--- src/rtl/crlz_pkg.sv ---
// ============================================================================
// crlz_pkg: shared types and constants for the compressed RTF decompressor
// Holds the item structs, the controller/datapath command and status
// bundles, the controller states and the RTF dictionary table.
// ============================================================================
package crlz_pkg;

  localparam int WINDOW_SIZE    = 4096;
  localparam int DICT_LENGTH    = 207;
  localparam int POS_W          = $clog2(WINDOW_SIZE);
  localparam int FILL_W         = POS_W + 1;
  localparam int FLAGS_PER_BYTE = 8;
  localparam int FIDX_W         = $clog2(FLAGS_PER_BYTE) + 1;
  localparam int RUN_BIAS       = 2;
  localparam int LEN_W          = 5;
  localparam int CNT_W          = 32;
  localparam int HEADER_BYTES   = 16;
  localparam int SIZE_ADJUST    = 4;
  localparam int REF_BYTES      = 2;
  localparam int CFG_IDX_W      = 1;

  typedef enum logic [CFG_IDX_W-1:0] {
    CFG_COMPRESSED_SIZE = 1'b0,
    CFG_RAW_SIZE        = 1'b1
  } cfg_reg_e;

  typedef struct packed {
    logic [7:0] data_byte;
    logic       new_stream;
  } crlz_in_t;

  typedef struct packed {
    logic [7:0] out_byte;
    logic       last_of_run;
  } crlz_out_t;

  // Commands from controller to datapath
  typedef struct packed {
    logic load;           // reload stream state before this byte
    logic flags_take;     // byte is a flag byte
    logic ref_high_take;  // byte is the high half of a reference
    logic literal;        // byte is a literal: store and emit
    logic ref_start;      // byte is the low half of a reference: set up run
    logic fetch;          // issue first window read of a run
    logic copy;           // move one run byte to the output and the window
  } crlz_cmd_t;

  // Status from datapath to controller
  typedef struct packed {
    logic new_stream;
    logic budget_ok;
    logic flag_next;
    logic flag_bit;
    logic run_last;
    logic out_busy;
  } crlz_sts_t;

  typedef enum logic [1:0] {
    ST_TOKEN,
    ST_LOW,
    ST_FETCH,
    ST_COPY
  } ctrl_state_e;

  // Preset dictionary, first character in the top byte
  localparam logic [DICT_LENGTH*8-1:0] RTF_DICT = {
    "{\\rtf1\\ansi\\mac\\deff0\\deftab720{\\fonttbl;}",
    "{\\f0\\fnil \\froman \\fswiss \\fmodern \\fscrip",
    "t \\fdecor MS Sans SerifSymbolArialTimes Ne",
    "w RomanCourier{\\colortbl\\red0\\green0\\blue0",
    "\015\012\\par \\pard\\plain\\f0\\fs20\\b\\i\\u\\tab",
    "\\tx"
  };

  // Initial window contents: dictionary, then zeros
  function automatic logic [7:0] rtf_dict_byte(input logic [POS_W-1:0] addr);
    int idx;
    idx = int'(addr);
    if (idx < DICT_LENGTH) begin
      return RTF_DICT[8*(DICT_LENGTH-1-idx) +: 8];
    end
    return 8'h00;
  endfunction

endpackage

--- src/rtl/crlz_ctrl.sv ---
// ============================================================================
// crlz_ctrl: token sequencer
// Decides per input byte whether it is a flag byte, literal or reference
// half, and steps the run copy one byte per cycle while the output is free.
// ============================================================================
module crlz_ctrl (
  input  logic                 clk_i,
  input  logic                 rst_ni,
  input  logic                 in_valid_i,
  output logic                 in_stall_o,
  input  logic                 out_stall_i,
  input  crlz_pkg::crlz_sts_t  sts_i,
  output crlz_pkg::crlz_cmd_t  cmd_o
);
  import crlz_pkg::*;

  ctrl_state_e state_q, state_d;
  logic        out_free;
  logic        accept;

  assign out_free = !sts_i.out_busy || !out_stall_i;

  always_ff @(posedge clk_i or negedge rst_ni) begin
    if (!rst_ni) begin
      state_q <= ST_TOKEN;
    end else begin
      state_q <= state_d;
    end
  end

  always_comb begin
    state_d    = state_q;
    cmd_o      = '0;
    in_stall_o = 1'b1;
    accept     = 1'b0;
    unique case (state_q)
      ST_TOKEN, ST_LOW: begin
        in_stall_o = !out_free;
        accept     = in_valid_i && out_free;
        if (accept) begin
          cmd_o.load = sts_i.new_stream;
          if (state_q == ST_LOW && !sts_i.new_stream) begin
            cmd_o.ref_start = 1'b1;
            state_d         = ST_FETCH;
          end else begin
            state_d = ST_TOKEN;
            if (sts_i.budget_ok) begin
              if (sts_i.flag_next) begin
                cmd_o.flags_take = 1'b1;
              end else if (sts_i.flag_bit) begin
                cmd_o.ref_high_take = 1'b1;
                state_d             = ST_LOW;
              end else begin
                cmd_o.literal = 1'b1;
              end
            end
          end
        end
      end
      ST_FETCH: begin
        cmd_o.fetch = 1'b1;
        state_d     = ST_COPY;
      end
      ST_COPY: begin
        if (out_free) begin
          cmd_o.copy = 1'b1;
          if (sts_i.run_last) begin
            state_d = ST_TOKEN;
          end
        end
      end
      default: state_d = ST_TOKEN;
    endcase
  end

  // at most one datapath action per cycle
  assert property (@(posedge clk_i) disable iff (!rst_ni)
    $onehot0({cmd_o.flags_take, cmd_o.ref_high_take, cmd_o.literal,
              cmd_o.ref_start, cmd_o.fetch, cmd_o.copy}))
    else $error("crlz_ctrl: conflicting datapath commands");

  // a held result must never be overwritten
  assert property (@(posedge clk_i) disable iff (!rst_ni)
    (sts_i.out_busy && out_stall_i) |-> !(cmd_o.literal || cmd_o.copy))
    else $error("crlz_ctrl: output register overwritten while stalled");

  // a reference start always leads through the fetch into the copy loop
  assert property (@(posedge clk_i) disable iff (!rst_ni)
    cmd_o.ref_start |=> ##1 (state_q == ST_COPY))
    else $error("crlz_ctrl: reference did not enter the copy loop");

endmodule

--- config.mk ---
export PLATFORM = sky130hd
export DESIGN_NAME = crlz_ctrl
export DESIGN_NICKNAME = d
export VERILOG_FILES = /design/src/rtl/crlz_pkg.sv /design/src/rtl/crlz_ctrl.sv
export SDC_FILE = /design/constraint.sdc
export NUM_CORES = 1
export LEC_CHECK = 0
export BUFFER_PORTS_ARGS = -buffer_cell sky130_fd_sc_hd__buf_4
export CORE_AREA = 2 2 39 41
export CTS_CLUSTER_SIZE = 10
export DETAILED_ROUTE_END_ITERATION = 10
export DIE_AREA = 0 0 41 43
export SYNTH_ARGS = -nofsm -noshare
export SYNTH_HDL_FRONTEND = slang
export SYNTH_SLANG_ARGS = --single-unit
export TNS_END_PERCENT = 20
--- constraint.sdc ---
create_clock -name clk_i -period 0.91 [get_ports clk_i]
set_input_delay 0.182 -clock clk_i [delete_from_list [all_inputs] [get_ports clk_i]]
set_output_delay 0.182 -clock clk_i [all_outputs]
set_load 0.01 [all_outputs]
==> metrics <==
status complete, but fails checks; failing checks setup timing; final-stage net count 60; Initial Utilization 0.166; final wirelength 634 microns; worst-margin pin slew 222 ps; Data arrival, critical path 1170 ps; Pwr Density 2000 nW/um^2; #FFs+latches synth 2; largest registers state_q x2; Period Utilization, post-route 1.49; warnings from Yosys 0; Final HPWL DP 527 microns; Chip Width 41 microns; Die Y 43 microns; slowest stage delay, CP 400 ps; Avg Cell Area, Syn 10.0 sq um; RSZ-0062 raised after global routing yes; cell area after synthesis 230 sq um; max reg flops 2; clock tree buffer depth 2; ratio of cells with drive above 1 in the final layout 0.729; layout filler cell count 162; Final WS setup -441 ps; global-route wire length before repair 1010 microns; cts bufs inserted 3; Util after Layout 0.348; Setup WS pre-CTS -233 ps; cell taking the most area after synthesis dfrtp_1; WS Path Type register to output pin; total number of vias 270; Crit path required time 730 ps; Pre-Repair DR Iteration Count 1; CTS H-tree lvls 1; GP Congestion 0.631; clock transition time at the flip-flop clock pins of the worst setup and hold paths 30 ps; top cell type's share of synthesized area 0.217; Critical Path Sink Type output pin; num ports 18; worst skew pair latency 220 ps; Detail Route Antenna Nets 0; Post-CTS Setup Inserts 0; detail-routed via count per cell 4.22; Hold Fails Final Rpt 0; largest net degree at the start of global routing 10; clock sink count 2; CTS tree built; Total Power 0.962 mW; IO buf count 17; net switching power 0.357 mW; Most flops, register state_q; grt total ovfl 0; Max stage delay cell, worst path dfrtp_1; Global Route Usage Sum 0.0873; Pint 0.605 mW; Setup Viol. Count Final 10; CP Launch Type register; initial drt markers 0; Root Driver clkbuf_4; clk_skew 2.18 ps; sequential share of the synthesized area 0.217; initial antenna violation count 0; Synth cell types 19; vias in the first global route 279; total core area 1380 sq um; CP Cell Sequence nand2b_4, nand3b_4, nor4_4, buf_4; dominant cells by area after synthesis dfrtp_1 22%, nor3b_1 9.8%, nand3b_4 8.7%, nor3_2 8.7%, a21bo_4 7.1%; Rel. slew slack 0.852; Net Sw Frac 0.371; WL per Instance 9.91 microns; Seq pwr share 0.180; VDD IR max 0.658 mV; Final Max Slew Viols 0; fmax 0.740 GHz; logic gate share of total power 0.616; Net Count, Synth 33; leakage 0.239 nW; Site Rows 14; Inserted Diodes 0; max cap viols 0; Post-Syn Instances 23; commonest cells after routing, fill and taps aside 21 x buf_4, 3 x clkbuf_4, 2 x nor3_2, 2 x nor3b_2, 2 x dfrtp_1; Worst Path Max Fanout 3; commonest non-fill, non-tap cell in the layout buf_4; Area Growth Syn to Fin 109%; post-route minimum period 1350 ps; HP Class primary input to async pin; full die area 1760 sq um; Clk network pwr share 0.205; DRC viols 0
-- final timing paths --
path	from	to	cells after the start	slack (ps)
setup / recovery	state_q[0]$_DFFE_PN0P_	cmd_o[3]	4	-440
hold / removal	rst_ni	state_q[1]$_DFFE_PN0P_	2	280
setup reg to reg	state_q[0]$_DFFE_PN0P_	state_q[1]$_DFFE_PN0P_	5	-130
hold reg to reg	state_q[1]$_DFFE_PN0P_	state_q[1]$_DFFE_PN0P_	2	690
max in group asynchronous	rst_ni	state_q[0]$_DFFE_PN0P_	2	540
min in group clk_i	sts_i[1]	state_q[1]$_DFFE_PN0P_	3	280
-- critical path, delay by kind of cell, from the launching register on --
kind,cells,cell delay [ps]
and+or+nand+nor,3,390
DFF,1,400
buffers and inverters,1,150
-- synthesized netlist by cell type (all sizes together) --
master	count
nor3	3
nor3b	3
dfrtp	2
nand2b	2
a21bo	1
a21o	1
a311oi	1
and2b	1
and3	1
and4	1
buf	1
inv	1
nand2	1
nand3	1
nand3b	1
nor2b	1
nor4	1
-- metrics by stage --
stage | cell area [sq um] | hold WS [ps] | std cells | setup TNS, ps
2_1_floorplan | 255 | -114 | 23 | -662
3_3_place_gp | 429 | -32.7 | 60 | -1560
3_5_place_dp | 429 | -35.0 | 60 | -1580
4_1_cts | 472 | 278 | 64 | -3350
5_1_grt | 482 | 296 | 64 | -3660
6_report | 482 | 283 | 64 | -3170
-- timing repair --
action                                  CTS  global route
pin swaps                                 3             2
endpoints found under the setup margin   10            10
endpoints found under the hold margin     2             0
hold buffers                              1             0
resized for setup                         2             2
-- power groups by stage --
stage | Clock (mW) | Combinational, mW | Sequential (mW)
3_5_place_dp | 0 | 0.562 | 0.165
5_1_grt | 0.212 | 0.640 | 0.177
4_1_cts | 0.210 | 0.576 | 0.173
2_1_floorplan | 0 | 0.333 | 0.166
6_report | 0.197 | 0.592 | 0.173
3_3_place_gp | 0 | 0.561 | 0.163
-- metal layers --
layer	GRT usage	vias to the layer above	wire, microns
li1	-	137	-
met4	0.0600	0	0
met5	0	-	0
met3	0.0314	0	42
met2	0.131	12	334
met1	0.0965	121	256
-- cell type report --
class | instances | area, sq um | area share
Inverter | 1 | 3.75 | 0.00779
Clock buffer | 3 | 22.5 | 0.0468
Multi-Input combinational cell | 19 | 206 | 0.429
Tap cell | 16 | 20.0 | 0.0416
Timing Repair Buffer | 23 | 179 | 0.371
Sequential cell | 2 | 50.0 | 0.104
-- kinds of logic (layout without fill, tap and decap cells) --
family | after synthesis | in the layout | share of synthesized area
AO/OA/AOI/OAI | 3 | 3 | 0.168
flip-flops | 2 | 2 | 0.217
AND/OR/NAND/NOR | 16 | 16 | 0.549
buffers and inverters | 2 | 27 | 0.0652
Power figures use the tool's default switching activity.
